<file path="config.mk">
export PLATFORM = sky130hd
export DESIGN_NAME = anagram_window_counter_top
export DESIGN_NICKNAME = d
export VERILOG_FILES = /design/src/hdl/awc_pkg.sv /design/src/hdl/anagram_window_counter_top.sv /design/src/hdl/awc_hist_cell.sv /design/src/hdl/awc_delay_cell.sv
export SDC_FILE = /design/constraint.sdc
export NUM_CORES = 2
export LEC_CHECK = 0
export BUFFER_PORTS_ARGS = -buffer_cell sky130_fd_sc_hd__buf_2
export CAP_MARGIN = 20
export CORE_MARGIN = 2
export CORE_UTILIZATION = 30
export DETAILED_ROUTE_END_ITERATION = 10
export GPL_ROUTABILITY_DRIVEN = 0
export GPL_TIMING_DRIVEN = 1
export PLACE_DENSITY = 0.45
export SYNTH_ARGS = -nofsm -noshare
export SYNTH_HDL_FRONTEND = slang
export SYNTH_HIERARCHICAL = 1
export SYNTH_SLANG_ARGS = --single-unit
</file>
<file path="constraint.sdc">
create_clock -name clk -period 19.4 [get_ports clk]
set_input_delay 0.97 -clock clk [delete_from_list [all_inputs] [get_ports clk]]
set_output_delay 0.97 -clock clk [all_outputs]
set_load 0.01 [all_outputs]
</file>
<file path="src/hdl/awc_pkg.sv">
// Shared types and constants for the sliding-window anagram counter.
// Used by every module under hdl/; depends on nothing.
`timescale 1ns / 1ps
`default_nettype none

package awc_pkg;

	localparam int MAX_PATTERN_DEF = 64;
	localparam int ALPHABET_DEF    = 26;
	localparam int LETTER_W        = 5;
	localparam int TALLY_W         = 32;

	// operation codes
	localparam logic [1:0] OP_CLEAR   = 2'd0;
	localparam logic [1:0] OP_PATTERN = 2'd1;
	localparam logic [1:0] OP_TEXT    = 2'd2;

	// status codes
	localparam logic [1:0] ST_OK       = 2'd0;
	localparam logic [1:0] ST_PAT_FULL = 2'd1;
	localparam logic [1:0] ST_PAT_LATE = 2'd2;

	typedef struct packed {
		logic [1:0]          operation;
		logic [LETTER_W-1:0] letter;
	} in_item_t;

	typedef struct packed {
		logic               window_full;
		logic               is_match;
		logic [TALLY_W-1:0] match_total;
		logic [1:0]         status;
	} out_item_t;

	// per-item controls broadcast to every histogram cell
	typedef struct packed {
		logic                go;       // item accepted this cycle
		logic                clear;
		logic                pat_inc;  // count letter into pattern
		logic                txt_inc;  // count letter into window
		logic                txt_dec;  // drop oldest letter from window
		logic [LETTER_W-1:0] letter;
		logic [LETTER_W-1:0] old;
	} hist_ctl_t;

endpackage

`default_nettype wire

</file>
<file path="src/hdl/anagram_window_counter_top.sv">
// Sliding-window anagram counter, top level. Depends on awc_pkg, awc_hist_cell, awc_delay_cell.
// An accepted item goes through the cell/state update, then the tally/output register.
// Throughput: 1 item per cycle unless the output stalls; every bin cell updates on accept.
// Reset: arst_n clears all counts, lengths, flags and the tally at once; no clearing pass.
// The delay line holds no reset; a slot is read only after it was written since a clear.
`timescale 1ns / 1ps
`default_nettype none

module anagram_window_counter_top #(
	parameter int MAX_PATTERN = awc_pkg::MAX_PATTERN_DEF,
	parameter int ALPHABET    = awc_pkg::ALPHABET_DEF
) (
	input  wire logic               clk,
	input  wire logic               arst_n,
	input  wire logic               item_valid,
	output logic                    item_stall,
	input  wire awc_pkg::in_item_t  item,
	output logic                    result_valid,
	input  wire logic               result_stall,
	output awc_pkg::out_item_t      result
);

	localparam int LW = $clog2(MAX_PATTERN + 1);
	localparam int TW = awc_pkg::TALLY_W;

	// ---------------------------------------------------------------
	// handshake: stage 1 is the state update, stage 2 the result register
	// ---------------------------------------------------------------
	logic accept, out_free;
	logic valid_s1;
	logic [1:0] op_s1, status_s1;
	logic full_s1;

	assign out_free   = !result_valid || !result_stall;
	assign item_stall = valid_s1 && !out_free;
	assign accept     = item_valid && !item_stall;

	// ---------------------------------------------------------------
	// window bookkeeping
	// ---------------------------------------------------------------
	logic [LW-1:0] plen_q, seen_q, plen_n, seen_n;
	logic          started_q, started_n;
	logic          is_clear, is_pat, is_text;
	logic          plen_nz, full_now, pat_ok, text_go;
	logic [1:0]    status_n;
	logic          full_n;

	assign is_clear = item.operation == awc_pkg::OP_CLEAR;
	assign is_pat   = item.operation == awc_pkg::OP_PATTERN;
	assign is_text  = item.operation == awc_pkg::OP_TEXT;
	assign plen_nz  = plen_q != '0;
	assign full_now = plen_nz && (seen_q == plen_q);
	// out-of-range pattern letters are dropped silently
	assign pat_ok   = is_pat && !started_q && (plen_q != LW'(MAX_PATTERN)) &&
	                  (int'(item.letter) < ALPHABET);
	// with an empty pattern, text only marks that text has begun
	assign text_go  = is_text && plen_nz;

	always_comb begin
		plen_n    = plen_q;
		seen_n    = seen_q;
		started_n = started_q;
		status_n  = awc_pkg::ST_OK;
		if (is_clear) begin
			plen_n    = '0;
			seen_n    = '0;
			started_n = 1'b0;
		end else begin
			if (is_pat) begin
				if (started_q) status_n = awc_pkg::ST_PAT_LATE;
				else if (plen_q == LW'(MAX_PATTERN)) status_n = awc_pkg::ST_PAT_FULL;
			end
			if (pat_ok) plen_n = plen_q + LW'(1);
			if (is_text) started_n = 1'b1;
			if (text_go) seen_n = full_now ? plen_q : seen_q + LW'(1);
		end
		full_n = (plen_n != '0) && (seen_n == plen_n);
	end

	always_ff @(posedge clk or negedge arst_n) begin
		if (!arst_n) begin
			plen_q    <= '0;
			seen_q    <= '0;
			started_q <= 1'b0;
			valid_s1  <= 1'b0;
			full_s1   <= 1'b0;
		end else if (accept) begin
			plen_q    <= plen_n;
			seen_q    <= seen_n;
			started_q <= started_n;
			valid_s1  <= 1'b1;
			full_s1   <= full_n;
		end else if (out_free) begin
			valid_s1  <= 1'b0;
		end
	end

	always_ff @(posedge clk) begin
		if (accept) begin
			op_s1     <= item.operation;
			status_s1 <= status_n;
		end
	end

	// ---------------------------------------------------------------
	// delay line: letters enter at slot plen-1 and march toward slot 0,
	// so once the window is full slot 0 holds the letter leaving it
	// ---------------------------------------------------------------
	logic [awc_pkg::LETTER_W-1:0] slot [MAX_PATTERN];
	logic                         shift;

	assign shift = accept && text_go;

	for (genvar i = 0; i < MAX_PATTERN; i++) begin : g_slot
		logic [awc_pkg::LETTER_W-1:0] nxt;
		if (i == MAX_PATTERN - 1) begin : g_end
			assign nxt = item.letter;
		end else begin : g_mid
			assign nxt = slot[i+1];
		end
		awc_delay_cell u_slot (
			.clk        (clk),
			.shift      (shift),
			.load       (plen_q == LW'(i + 1)),
			.new_letter (item.letter),
			.next_letter(nxt),
			.letter     (slot[i])
		);
	end

	// ---------------------------------------------------------------
	// histogram bins, one cell per letter
	// ---------------------------------------------------------------
	awc_pkg::hist_ctl_t ctl;
	logic [ALPHABET-1:0] eq;

	always_comb begin
		ctl.go      = accept;
		ctl.clear   = is_clear;
		ctl.pat_inc = pat_ok;
		ctl.txt_inc = text_go;
		ctl.txt_dec = text_go && full_now;
		ctl.letter  = item.letter;
		ctl.old     = slot[0];
	end

	for (genvar b = 0; b < ALPHABET; b++) begin : g_bin
		awc_hist_cell #(
			.BIN    (b),
			.COUNT_W(LW)
		) u_bin (
			.clk   (clk),
			.arst_n(arst_n),
			.ctl   (ctl),
			.eq    (eq[b])
		);
	end

	// ---------------------------------------------------------------
	// stage 2: match, saturating tally, result register
	// ---------------------------------------------------------------
	logic          match_s1;
	logic [TW-1:0] tally_q, tally_n;

	assign match_s1 = full_s1 && (&eq);

	always_comb begin
		tally_n = tally_q;
		if (op_s1 == awc_pkg::OP_CLEAR) tally_n = '0;
		else if (op_s1 == awc_pkg::OP_TEXT && match_s1 && tally_q != '1)
			tally_n = tally_q + TW'(1);
	end

	always_ff @(posedge clk or negedge arst_n) begin
		if (!arst_n) begin
			tally_q      <= '0;
			result_valid <= 1'b0;
		end else if (out_free) begin
			result_valid <= valid_s1;
			if (valid_s1) tally_q <= tally_n;
		end
	end

	always_ff @(posedge clk) begin
		if (out_free && valid_s1) begin
			result.window_full <= full_s1;
			result.is_match    <= match_s1;
			result.match_total <= tally_n;
			result.status      <= status_s1;
		end
	end

	// ---------------------------------------------------------------
	// assertions
	// ---------------------------------------------------------------
	a_match_needs_full: assert property (@(posedge clk) disable iff (!arst_n)
		result_valid |-> (!result.is_match || result.window_full))
		else $error("match reported on a window that is not full");

	a_stall_only_when_busy: assert property (@(posedge clk) disable iff (!arst_n)
		item_stall |-> (valid_s1 && result_valid))
		else $error("input stalled with an empty pipeline");

	a_seen_bounded: assert property (@(posedge clk) disable iff (!arst_n)
		seen_q <= plen_q)
		else $error("window holds more letters than the pattern length");

	a_tally_monotonic: assert property (@(posedge clk) disable iff (!arst_n)
		(out_free && valid_s1 && op_s1 != awc_pkg::OP_CLEAR) |=> (tally_q >= $past(tally_q)))
		else $error("match tally decreased without a clear");

	a_len_frozen_after_text: assert property (@(posedge clk) disable iff (!arst_n)
		(started_q && !(accept && is_clear)) |=> $stable(plen_q))
		else $error("pattern length changed after text began");

endmodule

`default_nettype wire

</file>
<file path="src/hdl/awc_hist_cell.sv">
// One histogram bin: pattern count, window count and their equality flag.
// Depends on awc_pkg.
`timescale 1ns / 1ps
`default_nettype none

module awc_hist_cell #(
	parameter int BIN     = 0,
	parameter int COUNT_W = 7
) (
	input  wire logic              clk,
	input  wire logic              arst_n,
	input  wire awc_pkg::hist_ctl_t ctl,
	output logic                   eq
);

	localparam int  LW        = awc_pkg::LETTER_W;
	localparam bit  REACHABLE = BIN < (1 << LW);
	localparam logic [LW-1:0] BIN_CODE = LW'(BIN);

	logic [COUNT_W-1:0] p_q, w_q, p_n, w_n;
	logic               eq_q;
	logic               hit_new, hit_old, inc, dec;

	assign hit_new = REACHABLE && (ctl.letter == BIN_CODE);
	assign hit_old = REACHABLE && (ctl.old == BIN_CODE);
	assign inc     = ctl.txt_inc && hit_new;
	assign dec     = ctl.txt_dec && hit_old && (w_q != '0);

	always_comb begin
		p_n = p_q;
		w_n = w_q;
		if (ctl.clear) begin
			p_n = '0;
			w_n = '0;
		end else begin
			if (ctl.pat_inc && hit_new) p_n = p_q + COUNT_W'(1);
			if (inc && !dec) w_n = w_q + COUNT_W'(1);
			else if (dec && !inc) w_n = w_q - COUNT_W'(1);
		end
	end

	always_ff @(posedge clk or negedge arst_n) begin
		if (!arst_n) begin
			p_q  <= '0;
			w_q  <= '0;
			eq_q <= 1'b1;
		end else if (ctl.go) begin
			p_q  <= p_n;
			w_q  <= w_n;
			eq_q <= (p_n == w_n);
		end
	end

	assign eq = eq_q;

endmodule

`default_nettype wire

</file>
<file path="src/hdl/awc_delay_cell.sv">
// One slot of the window delay line; shifts toward slot 0 or loads the new letter.
// Depends on awc_pkg.
`timescale 1ns / 1ps
`default_nettype none

module awc_delay_cell (
	input  wire logic                          clk,
	input  wire logic                          shift,
	input  wire logic                          load,
	input  wire logic [awc_pkg::LETTER_W-1:0]  new_letter,
	input  wire logic [awc_pkg::LETTER_W-1:0]  next_letter,
	output logic      [awc_pkg::LETTER_W-1:0]  letter
);

	logic [awc_pkg::LETTER_W-1:0] letter_q;

	always_ff @(posedge clk) begin
		if (shift) letter_q <= load ? new_letter : next_letter;
	end

	assign letter = letter_q;

endmodule

`default_nettype wire
</file>
* After elaboration in Yosys (flattened, before gate mapping)
Index checks and enable logic that the tools add are counted.
** Operators by class
- Reductions and logical operators :: 267
- Bitwise operators :: 1
- Mux-type cells :: 206
- Order comparisons :: 1
- Equality and inequality tests :: 147
- $add $sub $neg :: 81
** Operators with widths (count)
- 7-bit 2-to-1 mux :: 135
- 7-bit by 1-bit adder with 7-bit output (second input constant) :: 54
- 5-bit 2-to-1 mux :: 63
- 7-bit by 6-bit equality test with 1-bit output (second input constant) :: 32
- 7-bit equality test :: 28
- 7-bit nonzero test :: 28
- 7-bit by 1-bit subtractor with 7-bit output (second input constant) :: 26
- 1-bit logical AND :: 170
- 7-bit by 5-bit equality test with 1-bit output (second input constant) :: 16
- 5-bit equality test (second input constant) :: 20
- 5-bit by 4-bit equality test with 1-bit output (second input constant) :: 16
- 32-bit 2-to-1 mux :: 2
- 1-bit zero test :: 57
- 7-bit by 4-bit equality test with 1-bit output (second input constant) :: 8
- 5-bit by 3-bit equality test with 1-bit output (second input constant) :: 8
- 32-bit by 1-bit adder with 32-bit output (second input constant) :: 1
- 32-bit != test (second input constant) :: 1
- 7-bit by 3-bit equality test with 1-bit output (second input constant) :: 4
- 26-bit AND reduction :: 1
- 5-bit by 2-bit equality test with 1-bit output (second input constant) :: 4
- 7-bit by 2-bit equality test with 1-bit output (second input constant) :: 2
- 5-bit by 1-bit equality test with 1-bit output (second input constant) :: 2
- 5-bit zero test :: 2
- 7-bit by 1-bit equality test with 1-bit output (second input constant) :: 1
- other kinds (14) :: 22
** Word-level totals
- Flip-flop bits (word level) :: 800
- Bits of input ports :: 11
- Logic and storage cells :: 859

* Logic depth before layout (Yosys ltp)
- Word-level depth :: 10
- Gate-level depth with buffers :: 16

* Modules after synthesis
The synthesis kept the hierarchy.
** Modules (own cells, without submodules)
- awc_delay_cell :: area each 206.4 µm², seq. area each 150.1 µm², times used 64, cells an instance 10
- anagram_window_counter_top :: area each 5683.0 µm², seq. area each 2452.4 µm², times used 1, cells an instance 665
- awc_hist_cell (g_bin[21].u_bin ...) :: area each 1382.6 µm², seq. area each 376.6 µm², times used 3, cells an instance 159
- awc_hist_cell (g_bin[10].u_bin ...) :: area each 1375.1 µm², seq. area each 376.6 µm², times used 3, cells an instance 164
- awc_hist_cell (g_bin[13].u_bin ...) :: area each 1510.2 µm², seq. area each 376.6 µm², times used 2, cells an instance 164
- awc_hist_cell (g_bin[11].u_bin ...) :: area each 1446.4 µm², seq. area each 376.6 µm², times used 2, cells an instance 167
- awc_hist_cell (g_bin[1].u_bin ...) :: area each 1387.6 µm², seq. area each 376.6 µm², times used 2, cells an instance 159
- awc_hist_cell (g_bin[17].u_bin ...) :: area each 1375.1 µm², seq. area each 376.6 µm², times used 2, cells an instance 160
- awc_hist_cell (g_bin[20].u_bin ...) :: area each 1310.0 µm², seq. area each 376.6 µm², times used 2, cells an instance 148
- awc_hist_cell (g_bin[12].u_bin) :: area each 1475.2 µm², seq. area each 376.6 µm², times used 1, cells an instance 166
- awc_hist_cell (g_bin[15].u_bin) :: area each 1455.1 µm², seq. area each 376.6 µm², times used 1, cells an instance 153
- awc_hist_cell (g_bin[0].u_bin) :: area each 1435.1 µm², seq. area each 376.6 µm², times used 1, cells an instance 164
- awc_hist_cell (g_bin[16].u_bin) :: area each 1435.1 µm², seq. area each 376.6 µm², times used 1, cells an instance 163
- awc_hist_cell (g_bin[4].u_bin) :: area each 1403.8 µm², seq. area each 376.6 µm², times used 1, cells an instance 160
- 5 more rows

* Worst setup path after synthesis
OpenSTA, ideal clock, no wires.
- Path kind :: input port to flip-flop
- Start point :: input item[6] in the netlist's numbering
- End point :: register g_slot[0].u_slot.letter_q, in the netlist g_slot[0].u_slot/letter[0] (enable)
- Path slack :: 3.778 ns
- Stages :: 4
- Path buffers :: 1
- Required time :: 18.390 ns
- Arrival :: 14.612 ns
- Path through :: nor2b_1 -> o21ai_4 -> buf_6 -> nor2_1
** On the way
- Cells in the longest elaborated chain, start to end :: 3
** Ends and longest elaborated chain
- start: declaration :: RTL line anagram_window_counter_top.sv:17 : input wire awc_pkg::in_item_t item,
- 2-bit equality test :: RTL line anagram_window_counter_top.sv:50 : assign is_text = item.operation == awc_pkg::OP_TEXT;
- 1-bit logical AND :: RTL line anagram_window_counter_top.sv:57 : assign text_go = is_text && plen_nz;
- 1-bit logical AND :: RTL line anagram_window_counter_top.sv:112 : assign shift = accept && text_go;
- named net shift :: RTL line anagram_window_counter_top.sv:110 : logic shift;
- end signal: assignment :: RTL line awc_delay_cell.sv:18 : if (shift) letter_q <= load ? new_letter : next_letter;
- end: declaration :: RTL line awc_delay_cell.sv:15 : logic [awc_pkg::LETTER_W-1:0] letter_q;
The timed path passes the listed nets, and every way through them passes these cells.
A chain may end at the register's enable or synchronous reset.

==> key figures <==
Global route
  • Tot GR Track Use: 0.159
  • First-pass GRT wire length: 240 mm
  • Largest net degree at the start of global routing: 176
  • Initial antenna violation count: 3
  • Vias in the first global route: 41,100
  • Overflow after GRT: 0

Logic synthesis
  • Leading area contributor after synthesis: edfxtp_1
  • Mapped Cells: 5,460
  • Top FF cell, synth: dfrtp_1
  • Synth cell types: 156
  • YS warnings: 6
  • Synth Register Bits: 800
  • Syn nets: 5,581
  • Dominant cells by area after synthesis: edfxtp_1 (20%), dfrtp_1 (19%), mux2_2 (8.1%)
  • Area share of the leading cell type in the synthesized netlist: 0.196
  • Area of the mapped netlist: 0.0552 mm²
  • Synthesized area per cell: 10.1 µm²
  • Post-synthesis sequential area ratio: 0.396
  • Number of synthesized flops with an enable pin: 360
  • Post-synth ARST share: 0.550

Timing
  • Slew Viols, Final: 0
  • Fin crit period: 5040 ps
  • Sum Neg Setup Slack: 0 ps
  • Max-slew headroom: 0.285
  • Hold Vio Cnt, Final: 0
  • Final Skew: 79.7 ps
  • Final worst slack: 14,360 ps
  • FMAX: 199 MHz
  • Worst-Margin Slew: 1070 ps
  • Unrepaired setup endpoints after global routing: no
  • Setup violations, final: 0
  • Period utilisation layout: 0.260
  • Worst hold slack: 260 ps

Setup path
  • Peak per-stage delay on the critical path: 550 ps
  • Worst setup startpoint: plen_q[0]$_DFFE_PN0P_
  • CP bufs+invs: 3
  • Flop2flop setup slack: 14,360 ps
  • CP endpoint kind: flop
  • Worst Path Max Fanout: 37
  • Critical path endpoint: g_bin[6].u_bin/eq$_DFFE_PN1P_
  • Cell family with most CP delay: simple AND/OR/NAND/NOR gates
  • Cell count of the worst reg-to-reg path: 13
  • Worst endpoint required time: 20,000 ps
  • Worst r2r dst: g_bin[6].u_bin/eq$_DFFE_PN1P_
  • Critical path type: reg -> reg
  • Worst EP arrival: 5640 ps
  • Startpoint Class: flop
  • CP cell instances: inv_1 -> ha_1 -> or3b_1 -> o21ai_4 -> clkinv_2 -> buf_4 -> and3b_1 -> and2_0 -> or4_4 -> a21o_1 -> a221oi_2 -> nand4_1 -> o31ai_2
  • Crit path depth: 13
  • Launch point of the worst reg-to-reg path: plen_q[0]$_DFFE_PN0P_
  • Slowest CP cell: or4_4

Drt
  • Antenna violation net count after detailed routing: 0
  • DRT Wirelength: 151 mm
  • Post-route DRC: 0
  • DR iter-0 viols: 2,950
  • DR vias: 42,200
  • Routed wire per std cell: 18.9 µm
  • 1st-pass router iterations: 8
  • DR vias/cell: 5.29

Pwr
  • Leakage: 21.9 nW
  • Pwr Density: 88.0 mW/mm²
  • Peak VDD IR: 0.0000718 V
  • Power, Total: 5.38 mW

Cells and area
  • Final #Nets: 5,541
  • Most frequent cells in the layout: dfrtp_1 (414), mux2_2 (397), xnor2_1 (379)
  • Share of layout cells above drive strength 1: 0.177
  • Final instance area: 0.0612 mm²
  • Most common cell after layout, fill and taps aside: dfrtp_1
  • Final core occ: 0.335
  • Finished Layout Cells: 7,975
  • Area added between synthesis and finish: 11.0%

Placement
  • Final HPWL DP: 96.7 mm
  • # port buffers: 48
  • Placed Area: 0.0576 mm²
  • Pre-CTS setup slack: 14,310 ps
  • Dpl cells: 7,779

Floorplanning
  • Die Y: 433 µm
  • Die X: 433 µm
  • Initial core utilization: 0.302
  • Core Box Area: 0.183 mm²
  • Boundary pin count: 49
  • Die ar.: 0.187 mm²
  • Site Rows: 157

Clocking
  • CTS H-tree depth: 3
  • CTS clk-pin slew, worst paths: 60 ps
  • Clock Path Buffers: 3
  • Post-CTS Setup Bufs: 0
  • Clock Tree Root: clkbuf_16
  • CTS resizes: 0
  • CTS Hold Bufs: 0
  • CTS tree: built
  • Num CTS Buffers: 103
  • Clk Latency, worst-skew pair: 760 ps
  • Sink Count: 800

Hold path
  • Hold crit path type: in -> async

Job
  • MaxCap Viol Count: 0

Outcome
  • Outcome: completed
==> worst reg2reg max path, delay by kind of cell (launching register included) <==
family	cells	cell delay, ps
buffers and inverters	3	1090
and+or+nand+nor	5	1840
AOI/OAI and AO/OA	4	1180
DFF	1	520
adders and majority gates	1	240
==> power by group <==
group	switching [mW]	total [mW]	internal (mW)	leakage (nW)
Combinational	0.669	1.18	0.509	12.0
Clock	0.834	2.03	1.20	1.76
Sequential	0.241	2.17	1.93	8.06
Total	1.74	5.38	3.64	21.9
==> metal layers <==
layer  track usage  wire length, µm  vias up
li1              -                -    20400
met1         0.220            72100    20800
met2         0.259            70000      749
met3        0.0212             5300      207
met4        0.0401             3500        0
met5             0                0        -
==> registers in the layout (all words and copies together) (netlist names) <==
register              flops
result                   36
seen_q                    7
plen_q                    7
result_valid              1
status_s1                 2
started_q                 1
valid_s1                  1
g_slot.u_slot/letter    320
g_bin.u_bin/p_q         182
full_s1                   1
op_s1                     2
tally_q                  32
g_bin.u_bin/eq           26
g_bin.u_bin/w_q         182
==> final cells by class <==
cell class / count / area [µm²]
Sequential cell: 800 / 21900
Fill cell: 18600 / 122000
Antenna cell: 2 / 5.00
Multi-Input combinational cell: 4107 / 30800
Timing Repair Buffer: 94 / 677
Tap cell: 2464 / 3080
Clock buffer: 134 / 2840
Inverter: 314 / 1200
Clock inverter: 60 / 773
==> worst min-delay path by stage <==
stage / end / from / slack, ps
floorplan: result[0]$_DFFE_PP_ / status_s1[0]$_SDFFCE_PP0P_ / 400
finish: g_bin[4].u_bin/w_q[2]$_DFFE_PN0P_ / arst_n / 260
global placement: result[0]$_DFFE_PP_ / status_s1[0]$_SDFFCE_PP0P_ / 410
CTS: g_bin[4].u_bin/w_q[2]$_DFFE_PN0P_ / arst_n / 240
global route: g_bin[4].u_bin/w_q[2]$_DFFE_PN0P_ / arst_n / 290
detailed placement: result[0]$_DFFE_PP_ / status_s1[0]$_SDFFCE_PP0P_ / 410
==> logic make-up after synthesis <==
kind of cell,synth area share
buf+inv,0.0462
mux,0.109
fa+ha+maj,0.0263
flops,0.396
xor+xnor,0.0784
compound gates,0.155
simple gates,0.189
==> cells in the mapped netlist (53+ instances only) <==
master and instances:
nor4_1 74, xnor2_1 379, nor2_1 348, o2bb2ai_1 80, nor3_1 123, mux2_2 397, nand4_1 105, ha_1 110
clkbuf_1 143, a21oi_1 166, dfrtp_1 414, mux2i_1 127, and3_1 73, edfxtp_1 360, nand3_1 234, nand2_1 318
o22ai_1 243, xor2_1 87, o21ai_0 192, o211ai_1 53, nor3b_1 54, inv_1 303
No activity file was read; power rests on OpenSTA's default activity.
